### src/urlpd_pkg.sv
`timescale 1ns / 1ps
// urlpd_pkg: types, character codes and helper functions for the URL percent decoder.
// Used by urlpd_if.sv, urlpd_step.sv and url_percent_decoder.sv; depends on nothing.
package urlpd_pkg;

	// Width of the saturating byte counter
	localparam int LENGTH_BITS = 16;
	localparam int REPORT_BITS = 16;

	localparam logic [LENGTH_BITS-1:0] COUNT_MAX = {LENGTH_BITS{1'b1}};
	localparam logic [REPORT_BITS-1:0] REPORT_MAX = {REPORT_BITS{1'b1}};

	// Character codes
	localparam logic [7:0] CH_PLUS    = 8'h2B; // '+'
	localparam logic [7:0] CH_PERCENT = 8'h25; // '%'
	localparam logic [7:0] CH_UPPER_F = 8'h46; // 'F'
	localparam logic [7:0] CH_AMP     = 8'h26; // '&'
	localparam logic [7:0] CH_EQUAL   = 8'h3D; // '='
	localparam logic [7:0] CH_NUL     = 8'h00;
	localparam logic [7:0] CH_SPACE   = 8'h20;

	// Escape phase
	typedef enum logic [1:0] {
		PH_IDLE   = 2'd0,
		PH_FIRST  = 2'd1,
		PH_SECOND = 2'd2
	} phase_t;

	typedef struct packed {
		phase_t                 phase;
		logic [3:0]             high_nibble;
		logic                   first_upper_f;
		logic                   binary_flag;
		logic [LENGTH_BITS-1:0] byte_count;
	} state_t;

	localparam state_t STATE_RESET = '{PH_IDLE, 4'h0, 1'b0, 1'b0, {LENGTH_BITS{1'b0}}};

	// One result beat
	typedef struct packed {
		logic [7:0]             out_byte;
		logic                   has_byte;
		logic                   field_end;
		logic                   decode_error;
		logic [REPORT_BITS-1:0] decoded_length;
	} result_t;

	// Hex digit decode: bit 4 flags a valid digit, bits 3:0 its value
	function automatic logic [4:0] hex_decode(input logic [7:0] c);
		logic [4:0] r;
		r = 5'b0;
		if (c >= 8'h30 && c <= 8'h39) begin
			r = {1'b1, 4'(c - 8'h30)};
		end else if (c >= 8'h61 && c <= 8'h66) begin
			r = {1'b1, 4'(c - 8'h57)};
		end else if (c >= 8'h41 && c <= 8'h46) begin
			r = {1'b1, 4'(c - 8'h37)};
		end
		return r;
	endfunction

	// Saturating increment of the byte counter
	function automatic logic [LENGTH_BITS-1:0] count_inc(input logic [LENGTH_BITS-1:0] n);
		return (n == COUNT_MAX) ? n : n + 1'b1;
	endfunction

	// Clamp the counter to the reported width
	function automatic logic [REPORT_BITS-1:0] report_len(input logic [LENGTH_BITS-1:0] n);
		logic [31:0] w;
		w = 32'(n);
		return (w > 32'(REPORT_MAX)) ? REPORT_MAX : w[REPORT_BITS-1:0];
	endfunction

endpackage

### src/urlpd_if.sv
`timescale 1ns / 1ps
// urlpd_char_if / urlpd_res_if: valid/ready channels for characters and results.
// Depends on urlpd_pkg for the reported length width.
interface urlpd_char_if;
	logic       valid;
	logic       ready;
	logic [7:0] in_char;

	modport source (output valid, output in_char, input ready);
	modport sink   (input valid, input in_char, output ready);
endinterface

interface urlpd_res_if;
	logic                             valid;
	logic                             ready;
	logic [7:0]                       out_byte;
	logic                             has_byte;
	logic                             field_end;
	logic                             decode_error;
	logic [urlpd_pkg::REPORT_BITS-1:0] decoded_length;

	modport source (output valid, output out_byte, output has_byte, output field_end,
		output decode_error, output decoded_length, input ready);
	modport sink   (input valid, input out_byte, input has_byte, input field_end,
		input decode_error, input decoded_length, output ready);
endinterface

### src/urlpd_step.sv
`timescale 1ns / 1ps
// urlpd_step: one character of decoding: next state and the optional result beat.
// Purely combinational; depends on urlpd_pkg.
module urlpd_step (
	input  urlpd_pkg::state_t  state,
	input  logic [7:0]         in_char,
	output urlpd_pkg::state_t  next_state,
	output logic               emit,
	output urlpd_pkg::result_t result
);

	logic [4:0] hex;
	logic       is_term;

	assign hex     = urlpd_pkg::hex_decode(in_char);
	assign is_term = (in_char == urlpd_pkg::CH_AMP) || (in_char == urlpd_pkg::CH_EQUAL)
		|| (in_char == urlpd_pkg::CH_NUL);

	// Phase-driven decode
	always_comb begin
		next_state = state;
		emit       = 1'b0;
		result     = '0;
		unique case (state.phase)
			urlpd_pkg::PH_FIRST: begin
				if (!hex[4]) begin
					next_state          = urlpd_pkg::STATE_RESET;
					emit                = 1'b1;
					result.decode_error = 1'b1;
				end else begin
					next_state.high_nibble   = hex[3:0];
					next_state.first_upper_f = (in_char == urlpd_pkg::CH_UPPER_F);
					next_state.phase         = urlpd_pkg::PH_SECOND;
				end
			end
			urlpd_pkg::PH_SECOND: begin
				if (!hex[4]) begin
					next_state          = urlpd_pkg::STATE_RESET;
					emit                = 1'b1;
					result.decode_error = 1'b1;
				end else begin
					next_state.phase         = urlpd_pkg::PH_IDLE;
					next_state.first_upper_f = 1'b0;
					if (state.first_upper_f && in_char == urlpd_pkg::CH_UPPER_F) begin
						// uppercase %FF marks a binary field, no byte
						next_state.binary_flag = 1'b1;
					end else begin
						next_state.byte_count = urlpd_pkg::count_inc(state.byte_count);
						emit                  = 1'b1;
						result.out_byte       = {state.high_nibble, hex[3:0]};
						result.has_byte       = 1'b1;
					end
				end
			end
			default: begin
				next_state.phase = urlpd_pkg::PH_IDLE;
				if (in_char == urlpd_pkg::CH_PERCENT) begin
					next_state.phase = urlpd_pkg::PH_FIRST;
				end else if (is_term) begin
					// close the field: trailing zero counts unless binary
					next_state            = urlpd_pkg::STATE_RESET;
					emit                  = 1'b1;
					result.has_byte       = !state.binary_flag;
					result.field_end      = 1'b1;
					result.decoded_length = urlpd_pkg::report_len(state.binary_flag ?
						state.byte_count : urlpd_pkg::count_inc(state.byte_count));
				end else begin
					next_state.byte_count = urlpd_pkg::count_inc(state.byte_count);
					emit                  = 1'b1;
					result.has_byte       = 1'b1;
					result.out_byte       = (in_char == urlpd_pkg::CH_PLUS) ?
						urlpd_pkg::CH_SPACE : in_char;
				end
			end
		endcase
	end

endmodule

### src/url_percent_decoder.sv
`timescale 1ns / 1ps
// url_percent_decoder: top level of the form-field percent decoder.
// Depends on urlpd_pkg, urlpd_if.sv (channel interfaces) and urlpd_step.
//
//  channel  | dir | payload                                                  | handshake
//  ---------+-----+----------------------------------------------------------+----------
//  chars    | in  | in_char[7:0]                                             | valid/ready
//  results  | out | out_byte, has_byte, field_end, decode_error, length[15:0]| valid/ready
//
// One character per cycle sustained while results are not stalled.
// The character is held in an input register, decoded in one pass against the
// escape state, and the result lands in the output register.
// A character that ends in no result ('%', first hex digit, %FF marker) uses one slot.
// Reset clears the escape state, counter and both valid bits.
// A stalled result holds the input register; chars.ready follows results.ready then.
module url_percent_decoder (
	input  logic                clk,
	input  logic                arst_n,
	urlpd_char_if.sink          chars,
	urlpd_res_if.source         results
);

	logic                 valid_s1;
	logic [7:0]           char_s1;
	urlpd_pkg::state_t    state_q;
	urlpd_pkg::state_t    next_state;
	urlpd_pkg::result_t   res_q;
	urlpd_pkg::result_t   step_res;
	logic                 out_valid_q;
	logic                 step_emit;
	logic                 advance;

	// Stage 1 moves on when the output slot is free or being drained
	assign advance     = valid_s1 && (!out_valid_q || results.ready);
	assign chars.ready = !valid_s1 || advance;

	urlpd_step u_step (
		.state      (state_q),
		.in_char    (char_s1),
		.next_state (next_state),
		.emit       (step_emit),
		.result     (step_res)
	);

	// Input register
	always_ff @(posedge clk or negedge arst_n) begin
		if (!arst_n) begin
			valid_s1 <= 1'b0;
		end else if (chars.ready) begin
			valid_s1 <= chars.valid;
		end
	end

	always_ff @(posedge clk) begin
		if (chars.valid && chars.ready) begin
			char_s1 <= chars.in_char;
		end
	end

	// Decoder state
	always_ff @(posedge clk or negedge arst_n) begin
		if (!arst_n) begin
			state_q <= urlpd_pkg::STATE_RESET;
		end else if (advance) begin
			state_q <= next_state;
		end
	end

	// Output register
	always_ff @(posedge clk or negedge arst_n) begin
		if (!arst_n) begin
			out_valid_q <= 1'b0;
		end else if (advance) begin
			out_valid_q <= step_emit;
		end else if (results.ready) begin
			out_valid_q <= 1'b0;
		end
	end

	always_ff @(posedge clk) begin
		if (advance && step_emit) begin
			res_q <= step_res;
		end
	end

	assign results.valid          = out_valid_q;
	assign results.out_byte       = res_q.out_byte;
	assign results.has_byte       = res_q.has_byte;
	assign results.field_end      = res_q.field_end;
	assign results.decode_error   = res_q.decode_error;
	assign results.decoded_length = res_q.decoded_length;

	// An error beat carries nothing else
	a_err_clean: assert property (@(posedge clk) disable iff (!arst_n)
		out_valid_q && res_q.decode_error |->
			!res_q.has_byte && !res_q.field_end && res_q.decoded_length == '0)
		else $error("error beat carries payload");

	// A length is reported only on a field end
	a_len_at_end: assert property (@(posedge clk) disable iff (!arst_n)
		out_valid_q && !res_q.field_end |-> res_q.decoded_length == '0)
		else $error("length outside field end");

	// Field end and error both return the state to reset
	a_state_reset: assert property (@(posedge clk) disable iff (!arst_n)
		advance && step_emit && (step_res.field_end || step_res.decode_error) |=>
			state_q == urlpd_pkg::STATE_RESET)
		else $error("state not reset after field close");

	// Back-pressure on the input only while stage 1 is occupied
	a_ready_busy: assert property (@(posedge clk) disable iff (!arst_n)
		!chars.ready |-> valid_s1 && out_valid_q && !results.ready)
		else $error("input stalled without cause");

	// A byte is emitted only with the counter moving or the field closing
	a_count_moves: assert property (@(posedge clk) disable iff (!arst_n)
		advance && step_emit && step_res.has_byte && !step_res.field_end |=>
			state_q.byte_count == urlpd_pkg::count_inc($past(state_q.byte_count)))
		else $error("byte count did not track emitted byte");

endmodule

### src/flat_wrapper.sv
// flat-port wrapper written by rule: the top's interface ports become plain ports
module url_percent_decoder_flat 
  (clk, arst_n, chars_valid, chars_in_char, chars_ready, results_valid, results_out_byte, results_has_byte, results_field_end, results_decode_error, results_decoded_length, results_ready);
  urlpd_char_if chars_i ();
  urlpd_res_if results_i ();
  input  logic clk;
  input  logic arst_n;
  input wire logic [$bits(chars_i.valid)-1:0] chars_valid;
  input wire logic [$bits(chars_i.in_char)-1:0] chars_in_char;
  output wire logic [$bits(chars_i.ready)-1:0] chars_ready;
  output wire logic [$bits(results_i.valid)-1:0] results_valid;
  output wire logic [$bits(results_i.out_byte)-1:0] results_out_byte;
  output wire logic [$bits(results_i.has_byte)-1:0] results_has_byte;
  output wire logic [$bits(results_i.field_end)-1:0] results_field_end;
  output wire logic [$bits(results_i.decode_error)-1:0] results_decode_error;
  output wire logic [$bits(results_i.decoded_length)-1:0] results_decoded_length;
  input wire logic [$bits(results_i.ready)-1:0] results_ready;
  assign chars_i.valid = chars_valid;
  assign chars_i.in_char = chars_in_char;
  assign chars_ready = chars_i.ready;
  assign results_valid = results_i.valid;
  assign results_out_byte = results_i.out_byte;
  assign results_has_byte = results_i.has_byte;
  assign results_field_end = results_i.field_end;
  assign results_decode_error = results_i.decode_error;
  assign results_decoded_length = results_i.decoded_length;
  assign results_i.ready = results_ready;
  url_percent_decoder u_core (.clk(clk), .arst_n(arst_n), .chars(chars_i), .results(results_i));
endmodule
### config.mk
export PLATFORM = sky130hd
export DESIGN_NAME = url_percent_decoder_flat
export DESIGN_NICKNAME = d
export VERILOG_FILES = /design/src/urlpd_pkg.sv /design/src/urlpd_if.sv /design/src/urlpd_step.sv /design/src/url_percent_decoder.sv /design/src/flat_wrapper.sv
export SDC_FILE = /design/constraint.sdc
export NUM_CORES = 1
export LEC_CHECK = 0
export BUFFER_PORTS_ARGS = -buffer_cell sky130_fd_sc_hd__buf_2
export CAP_MARGIN = 20
export CORE_UTILIZATION = 53
export CTS_BUF_LIST = sky130_fd_sc_hd__clkbuf_16
export DETAILED_ROUTE_END_ITERATION = 12
export PLACE_DENSITY_LB_ADDON = 0.25
export SYNTH_ARGS = -nofsm -noshare
export SYNTH_HDL_FRONTEND = slang
export SYNTH_HIERARCHICAL = 1
export SYNTH_SLANG_ARGS = --single-unit
### constraint.sdc
create_clock -name clk -period 3.6 [get_ports clk]
set_clock_uncertainty 0.05 [all_clocks]
set_input_delay 0.36 -clock clk [delete_from_list [all_inputs] [get_ports clk]]
set_output_delay 0.36 -clock clk [all_outputs]
set_load 0.02 [all_outputs]
## Word-level counts from Yosys, hierarchy flattened

Cells that the tools add are included.
Widths: inputs -> output; s select.

- Logic and storage cells: 92
- Input bits: 12
- Bits in registers: 61
- Output and inout port bits: 29

- Reductions and logical operators: 24
- Mux-type cells: 31
- Bitwise operators: 1
- Order comparisons: 6
- $add $sub $neg: 4
- Equal/unequal tests: 13

Operator list:

| operator | number |
|---|---|
| $mux 16 | 4 |
| $pmux 24 s2 | 1 |
| $mux 17 | 2 |
| $eq 8x6->1 const B | 4 |
| $mux 22 | 1 |
| $mux 9 | 2 |
| $pmux 9 s2 | 1 |
| $add 16x1->16 const B | 1 |
| $eq 16x16->1 const B | 1 |
| $ge 8x7->1 const B | 2 |
| $le 8x7->1 const B | 2 |
| $mux 8 | 2 |
| $mux 5 | 3 |
| $mux 1 | 10 |
| $mux 10 | 1 |
| $eq 8x7->1 const B | 1 |
| $ge 8x6->1 const B | 1 |
| $le 8x6->1 const B | 1 |
| $logic_not 8->1 | 1 |
| $reduce_and 4->1 | 2 |
| $sub 4x3->4 const B | 2 |
| $logic_and 1x1->1 | 7 |
| $mux 7 | 1 |
| $mux 6 | 1 |
| other kinds (18) | 25 |

## Longest topological paths before layout

Gate-level depths: netlist of run 1.

- Depth in word-level cells: 8
- Depth in mapped cells: 10
- Depth with buffers taken out: 9

## Cells and area by module

The synthesis of run 1 kept the hierarchy.

By module, submodules not included:

| module | sequential area each (um2) | area an instance (um2) | times used | cells each |
|---|---|---|---|---|
| url_percent_decoder | 1701.6 | 2148.3 | 1 | 96 |
| urlpd_step | 0.0 | 1554.0 | 1 | 256 |

## Worst setup path before layout of run 1

OpenSTA, ideal clock, no wires.

- Path kind: flip-flop to flip-flop
- Start: reg u_core.char_s1[1]
- End: reg u_core.res_q (netlist bit u_core/results.decode_error), enable pin
- Path slack: 0.066 ns
- Data arrival time: 3.073 ns
- Required time: 3.139 ns
- Buffers on the path: 0
- Clock period less this slack: 3.534 ns
- Cell stages (with the launch flop): 10
- Setup time: 0.411 ns
- Cells stage by stage: edfxtp_1 > inv_1 > ha_1 > nor3b_1 > a311oi_4 > nor2_2 > a21oi_1 > o31ai_1 > nand2_1 > nor2_1

- Cells in the longest elaborated chain, start to end: 8
- Elaborated cells on any way between the ends: 21
- Classes of those cells: 6 x order compare; 2 x eq/ne; 8 x mux; 5 x reduce/logical

RTL lines:

| element | line | RTL |
|---|---|---|
| start, declared | url_percent_decoder.sv:24 | `logic [7:0] char_s1;` |
| start signal, assigned | url_percent_decoder.sv:56 | `char_s1 <= chars.in_char;` |
| $ge 8x7->1 or $le 8x7->1 (tied branches) | urlpd_pkg.sv:56 | `end else if (c >= 8'h41 && c <= 8'h46) begin` |
| $logic_and 1x1->1 | urlpd_pkg.sv:56 |  |
| $mux 5 | urlpd_pkg.sv:56 |  |
| $mux 5 | urlpd_pkg.sv:54 | `end else if (c >= 8'h61 && c <= 8'h66) begin` |
| $mux 5 | urlpd_pkg.sv:52 | `if (c >= 8'h30 && c <= 8'h39) begin` |
| $mux 1, on equally long branches | urlpd_step.sv:37, urlpd_step.sv:26 |  |
| $pmux 1 s2 * | urlpd_step.sv:24 | `unique case (state.phase)` |
| net u_core.step_emit | url_percent_decoder.sv:30 | `logic step_emit;` |
| $logic_and 1x1->1 * | url_percent_decoder.sv:81 | `if (advance && step_emit) begin` |
| end signal, assigned | url_percent_decoder.sv:82 | `res_q <= step_res;` |
| end, declared | url_percent_decoder.sv:27 | `urlpd_pkg::result_t res_q;` |

The timed path passes the listed nets; every way through them passes the cells marked *.
A chain may end at the register's enable or synchronous reset.

## Worst setup path after layout of run 1

- Start: reg u_core.char_s1[1]
- End: reg u_core.res_q (netlist bit u_core/results.decoded_length[9]), enable pin

Same word-level chain as after synthesis.

==> key figures, run 1 <==
Synthesis
  – Mux contribution to synthesized area: 0.09632
  – Largest family of logic cells by synthesized area: simple AND/OR/NAND/NOR gates
  – Compound-Gate Fraction of Synth Area: 0.1693
  – Yosys reg bits: 61
  – Ys flop type: edfxtp_1
  – Yosys warning count: 6
  – Mean Syn Cell Area: 10.52 µm²
  – Synth top area cells: edfxtp_1 28%, dfrtp_1 18%, mux2_4 8.1%
  – EDFF count, synth: 35
  – Gate count after technology mapping: 352
  – Distinct cells, synth: 63
  – Mapped Area: 3702 µm²
  – Seq/Total Area, Yosys: 0.4596
  – Post-Synth Simple-Gate Area: 0.1795
  – Area leader, netlist: edfxtp_1
  – Post-synthesis xor/xnor area fraction: 0.02602
  – Synth Area in Adders: 0.02704
  – Synth top area share: 0.2839
  – Syn nets: 372
  – Ys async rst share: 0.4262

GRT
  – Total Routing Usage GR: 0.2329
  – Pin count of the biggest net entering global routing: 28
  – First-pass GRT wire length: 13.05 mm
  – Initial antenna violation count: 0
  – Vias in the first global route: 2617
  – Congestion Overflow GR: 0

Clocking
  – Clk slew on worst S/H paths: 0.05 ns
  – Setup bufs post-CTS: 0
  – Clock latency on the worst-skew pair: 0.32 ns
  – H-tree lvl count: 3
  – Hold Buf Count CTS: 0
  – Root Driver: clkbuf_16
  – Inserted Clock Buffers: 9
  – Sink Count: 61
  – Longest Clk Path Bufs: 2
  – TritonCTS clock tree: yes
  – Post_cts resized: 0

Routing
  – Routed vias/inst: 6.015
  – DRC: 0
  – Final ANT Viol Nets: 0
  – DR iter-0 viols: 228
  – Wire per inst: 16.16 µm
  – DR pass1 iterations: 5
  – Via count: 2875
  – Routed Wire Length: 7.725 mm

Pwr
  – Clock share of power: 0.403
  – Lkg Pwr: 1.795 nW
  – P_int: 1.598 mW
  – Combinational power share: 0.181
  – Worst VDD drop: 0.0002520 V
  – Switch share: 0.2694
  – Net load switching power: 0.5892 mW
  – Power Density: 515.4 nW/µm²
  – Seq pwr share: 0.415

Timing
  – RSZ-0062 raised after global routing: false
  – Slew of the pin with the lowest slew margin: 0.7132 ns
  – Endpoints failing hold: 21
  – Fin crit share: 0.8508
  – Setup_tns: 0 ns
  – Setup violations, final: 0
  – Slew margin rel.: 0.5185
  – Tmin final: 3.063 ns
  – Min Hold Slack: -0.01060 ns
  – Max Slew Vio Count: 0
  – Max Freq: 326.5 MHz

Critical path
  – RR Endpoint: u_core/results.decoded_length[9]
  – Critical path data required time: 3.53 ns
  – WS Path Type: reg -> reg
  – Setup crit end kind: register
  – RR Startpoint: u_core/char_s1[1]
  – R2R depth: 10
  – Worst Path Max Fanout: 27
  – Worst path arrival time: 3.00 ns
  – CP Launch Type: register
  – Reg-to-reg slack, setup: 0.54 ns

Placed design
  – I/O Buffers: 40
  – HPWL after DPL: 5.311 mm
  – RePlAce Congestion: 0.9876

Die
  – Starting density of the core: 0.5480
  – I/O Pins: 41
  – Chip width: 85.58 µm
  – Rows: 30
  – Full die area: 7324 µm²
  – Core area: 6756 µm²
  – Chip height: 85.58 µm

Run
  – Max Cap Viol: 0

Hold path
  – Hold/Removal Path Class: in -> async

Cells and area
  – Final core occ: 0.6280
  – Nets: 413
  – Layout fillers: 538
  – Area delta synth->final: 14.60%
  – Antenna cells: 0
  – Share of layout cells above drive strength 1: 0.2362

Status
  – Status: complete, but fails checks
  – Failing checks: negative hold slack
-- worst max path at each step --
stage | start | endpoint | slack (ns) | depth (start not counted)
finish | u_core/char_s1[1] | u_core/results.decoded_length[9] | 0.54 | 10
CTS | u_core/char_s1[1] | u_core/results.decoded_length[8] | 0.52 | 10
detailed placement | u_core/char_s1[1] | u_core/results.out_byte[4] | 0.54 | 10
global route | u_core/char_s1[1] | u_core/results.decoded_length[6] | 0.32 | 10
global placement | u_core/char_s1[1] | u_core/results.decoded_length[5] | 0.67 | 10
floorplan | u_core/char_s1[1] | u_core/results.decode_error | 0.07 | 9
-- layout by cell type, fill, tap and decap left out, drive strengths merged, types with 3 or more instances in the layout --
master / instances
a22o: 5
o21ai: 17
a31oi: 11
edfxtp: 35
a21oi: 21
nand2b: 4
mux2: 25
dfrtp: 26
nand4: 6
nor4: 4
a311oi: 5
o31ai: 3
and2: 4
and3: 5
clkbuf: 9
nand3: 10
a21o: 4
nor3: 7
nand2: 35
buf: 44
or4: 3
o311a: 3
ha: 8
nor2: 40
xnor2: 9
or3: 4
inv: 17
-- cell usage after synthesis (7+ instances only) --
cell	instances
a21oi_1	21
a31oi_1	11
dfrtp_1	26
edfxtp_1	35
ha_1	8
inv_1	15
mux2_4	20
nand2_1	34
nand3_1	10
nor2_1	39
nor3_1	7
o21ai_0	14
xnor2_1	9
-- critical path, cell delays in order, from the launching register on --
cell      delay (ns)
edfxtp_1        0.52
inv_1           0.14
ha_1            0.24
nor3b_1         0.45
a311oi_4        0.12
nor2_2          0.30
a21oi_1         0.11
o31ai_1         0.21
nand2_1         0.12
nor2_2          0.10
buf_4           0.33
-- area by class of cell --
cell class	instances	area, µm²	share of cell area
Clock buffer	9	225.2	0.05308
Clock inverter	7	82.58	0.01946
Tap cell	80	100.1	0.02359
Sequential cell	61	1702	0.4011
Multi-Input combinational cell	262	1847	0.4353
Timing Repair Buffer	44	230.2	0.05426
Inverter	15	56.30	0.01327
-- cell families after synthesis --
group / after synthesis
fa+ha+maj: 8
flops: 61
buf+inv: 29
simple gates: 132
mux: 25
compound gates: 86
xor+xnor: 11
-- layer usage --
layer | routed length [µm] | part of all wire | GRT usage | up-vias
met5 | 0 | 0 | 0 | -
met4 | 133 | 0.017 | 0.1045 | 0
met3 | 476 | 0.062 | 0.04139 | 12
met2 | 3354 | 0.43 | 0.3295 | 112
met1 | 3760 | 0.49 | 0.3489 | 1359
li1 | - | - | - | 1392
-- metrics by stage --
stage	instance area (µm²)	power [mW]	worst slack, ns	cells
2_1_floorplan	3702	1.226	0.06619	352
3_3_place_gp	3935	1.297	0.6744	462
3_5_place_dp	3935	1.309	0.5354	462
4_1_cts	4243	2.198	0.5163	478
5_1_grt	4243	2.291	0.3221	478
6_report	4243	2.187	0.5371	478
-- sequential cells by signal, indices dropped and copies added (netlist names) --
name and cells:
u_core/char_s1 8, u_core/results.decode_error 1, u_core/results.decoded_length 16, u_core/results.field_end 1, u_core/results.has_byte 1, u_core/results.out_byte 8
u_core/results.valid 1, u_core/state_q 24, u_core/valid_s1 1
-- power by group through the flow --
| stage | combinational [mW] | sequential (mW) | clock (mW) |
|---|---|---|---|
| after CTS | 0.396 | 0.907 | 0.895 |
| after global routing | 0.435 | 0.918 | 0.938 |
| after global placement | 0.381 | 0.916 | 0 |
| after detailed placement | 0.391 | 0.918 | 0 |
| final | 0.397 | 0.909 | 0.882 |
| after floorplan | 0.319 | 0.907 | 0 |
Note: power is estimated with default switching activity, not from simulation.
==> run 2, diff against run 1 <==
==> constraint.sdc (replaced) <==
create_clock -name clk -period 2.5 [get_ports clk]
set_clock_uncertainty 0.05 [all_clocks]
set_input_delay 0.25 -clock clk [delete_from_list [all_inputs] [get_ports clk]]
set_output_delay 0.25 -clock clk [all_outputs]
set_load 0.02 [all_outputs]
==> run 2 against run 1 <==
Against the previous run: wire length rose by 11%; non-clock buffer count rose by 55; cell area rose by 13%; the run now ends clean; register-to-register slack got worse by 0.52 ns; critical path depth fell by 1.
==> key figures, run 2 (synthesis results as in run 1) <==
Status
  – Status: finished, final reports clean

Routing
  – Via count: 3133 (+9.0%)
  – DR pass1 iterations: 5 (unchanged)
  – Wire per inst: 16.04 µm (-0.72%)
  – DRC: 0 (unchanged)
  – DR iter-0 viols: 241 (+5.7%)
  – Routed vias/inst: 5.867 (-2.5%)
  – Final ANT Viol Nets: 0 (unchanged)
  – Routed Wire Length: 8.568 mm (+11%)

Clocking
  – Longest Clk Path Bufs: 2 (unchanged)
  – Clk slew on worst S/H paths: 0.05 ns (about the same)
  – H-tree lvl count: 3 (unchanged)
  – Sink Count: 61 (unchanged)
  – Inserted Clock Buffers: 9 (unchanged)
  – Clock latency on the worst-skew pair: 0.33 ns (about the same)
  – Root Driver: clkbuf_16
  – TritonCTS clock tree: yes

Critical path
  – Critical path's slowest cell: or4bb_4
  – Largest stage delay on the critical path: 0.54 ns (+0.02 ns)
  – Buf+Inv Stages, Crit Path: 2 (unchanged)
  – Reg-to-reg slack, setup: 0.02 ns (-0.52 ns)
  – Largest delay share family, worst path: compound AO/OA/AOI/OAI gates
  – CP Launch Type: register
  – R2R depth: 9 (-1)
  – WS Path Type: reg -> reg
  – Cell breakdown of the critical path: buf_6 > or4bb_4 > o311a_4 > o21ai_4 > nand2_2 > buf_12 > a32oi_1 > o21ai_1 > mux2_4
  – RR Startpoint: u_core/char_s1[0]
  – Critical path data required time: 2.66 ns (-0.87 ns)
  – Worst path arrival time: 2.65 ns (-0.35 ns)
  – Setup crit end kind: register
  – RR Endpoint: u_core/state_q[1]
  – Worst Path Max Fanout: 21 (-22%)

Timing
  – Setup violations, final: 0 (unchanged)
  – Slew margin rel.: 0.5611 (+0.04261)
  – RSZ-0062 raised after global routing: true
  – Slew of the pin with the lowest slew margin: 0.6583 ns (-0.05487 ns)
  – Final worst slack: 0.01667 ns (-0.5204 ns)
  – Fin crit share: 0.9933 (+0.1425)
  – Max Slew Vio Count: 0 (unchanged)
  – Endpoints failing hold: 0 (-100%)
  – Tmin final: 2.483 ns (-0.5796 ns)
  – Setup_tns: 0 ns (unchanged)
  – Max Freq: 402.7 MHz (+23%)

GRT
  – Congestion Overflow GR: 0 (unchanged)
  – First-pass GRT wire length: 14.06 mm (+7.8%)
  – Initial antenna violation count: 0 (unchanged)
  – Pin count of the biggest net entering global routing: 27 (-3.6%)
  – Total Routing Usage GR: 0.2509 (+0.01800)
  – Vias in the first global route: 2867 (+9.6%)

Cells and area
  – Most common cell after layout, fill and taps aside: buf_4
  – Nets: 469 (+14%)
  – Multi-input gate area: 1981 µm² (+7.2%)
  – Area delta synth->final: 29.47%
  – Register with the most flip-flops: u_core/state_q
  – Share of layout cells above drive strength 1: 0.3767 (+0.1405)
  – Max FFs per register: 24 (unchanged)
  – Layout fillers: 509 (-5.4%)
  – Sequential Area: 1702 µm² (unchanged)
  – Final core occ: 0.7094 (+0.08148)
  – Most frequent cells in the layout: 52 x buf_4, 40 x buf_2, 37 x nor2_1, 35 x edfxtp_1, 32 x nand2_1
  – Fin area: 4793 µm² (+13%)
  – Antenna cells: 0 (unchanged)

Placed design
  – Pre-CTS setup slack: -0.1799 ns (-0.7154 ns)
  – HPWL after DPL: 5.768 mm (+8.6%)
  – Area after DPL: 4333 µm² (+10%)
  – I/O Buffers: 40 (unchanged)
  – RePlAce Congestion: 0.8709 (-12%)

Die
  – Rows: 30 (unchanged)
  – Chip height: 85.58 µm (unchanged)
  – I/O Pins: 41 (unchanged)
  – Starting density of the core: 0.5480 (unchanged)
  – Full die area: 7324 µm² (unchanged)
  – Chip width: 85.58 µm (unchanged)
  – Core area: 6756 µm² (unchanged)

Pwr
  – Power Density: 647.5 nW/µm² (+26%)
  – Lkg Pwr: 2.104 nW (+17%)
  – Worst VDD drop: 0.0003722 V (+48%)

Run
  – Max Cap Viol: 0 (unchanged)

Hold path
  – Depth of the worst hold-timing path: 1
  – Hold endpoint: u_core/char_s1[5]
  – Hold_sp: chars_in_char[5]
  – Hold/Removal Path Class: in -> reg
## run 2: final cells by class
| cell class | instances | area share |
|---|---|---|
| tap | 80 | 0.02088 |
| clock inverter | 7 | 0.007309 |
| timing repair buffer | 99 | 0.1449 |
| inverter | 15 | 0.01175 |
| multi-input combinational | 263 | 0.4132 |
| sequential | 61 | 0.3550 |
| clock buffer | 9 | 0.04699 |
## run 2: worst reg2reg max path: stages, from the launching register on
cell      delay (ns)
edfxtp_1        0.40
buf_6           0.14
or4bb_4         0.55
o311a_4         0.36
o21ai_4         0.08
nand2_2         0.08
buf_12          0.17
a32oi_1         0.19
o21ai_1         0.09
mux2_4          0.27
## run 2: where the power goes
part | switching, mW | total, mW | leakage (nW) | internal (mW)
Sequential | 0.0591 | 1.23 | 0.686 | 1.17
Combinational | 0.408 | 0.804 | 1.28 | 0.396
Clock | 0.417 | 1.07 | 0.139 | 0.653
## run 2: worst max-delay path by stage
stage,startpoint,end,slack (ns),depth (start not counted)
4_1_cts,u_core/char_s1[0],u_core/results.decoded_length[13],-0.008,9
2_1_floorplan,u_core/char_s1[1],u_core/results.decode_error,-0.1,9
6_report,u_core/char_s1[0],u_core/state_q[1],0.02,9
3_3_place_gp,u_core/char_s1[0],u_core/state_q[14],-0.09,8
3_5_place_dp,u_core/char_s1[0],u_core/state_q[14],-0.18,8
5_1_grt,u_core/char_s1[0],u_core/state_q[1],-0.04,9
## run 2: what timing repair did
action,CTS,global route
cloned,1,0
setup buffers,4,5
pin swaps,2,7
endpoints found under the setup margin,45,68
hold buffers,1,0
endpoints found under the hold margin,26,0
gates resized for setup,9,14
## run 2: metal layers
layer  GRT usage  vias to the layer above  share of wire
li1            -                     1515              -
met1      0.3739                     1481           0.48
met2      0.3622                      124           0.45
met3     0.04427                       13          0.053
met4      0.1015                        0          0.015
met5           0                        -              0
## run 2: metrics by stage
stage                     power (mW)  cells  hold slack, ns
after global placement         1.980    507          0.2447
after CTS                      3.093    529         0.03588
after detailed placement       1.996    507          0.2523
final                          3.104    534         0.04588
after global routing           3.245    534         0.03528
after floorplan                1.772    352        -0.09559
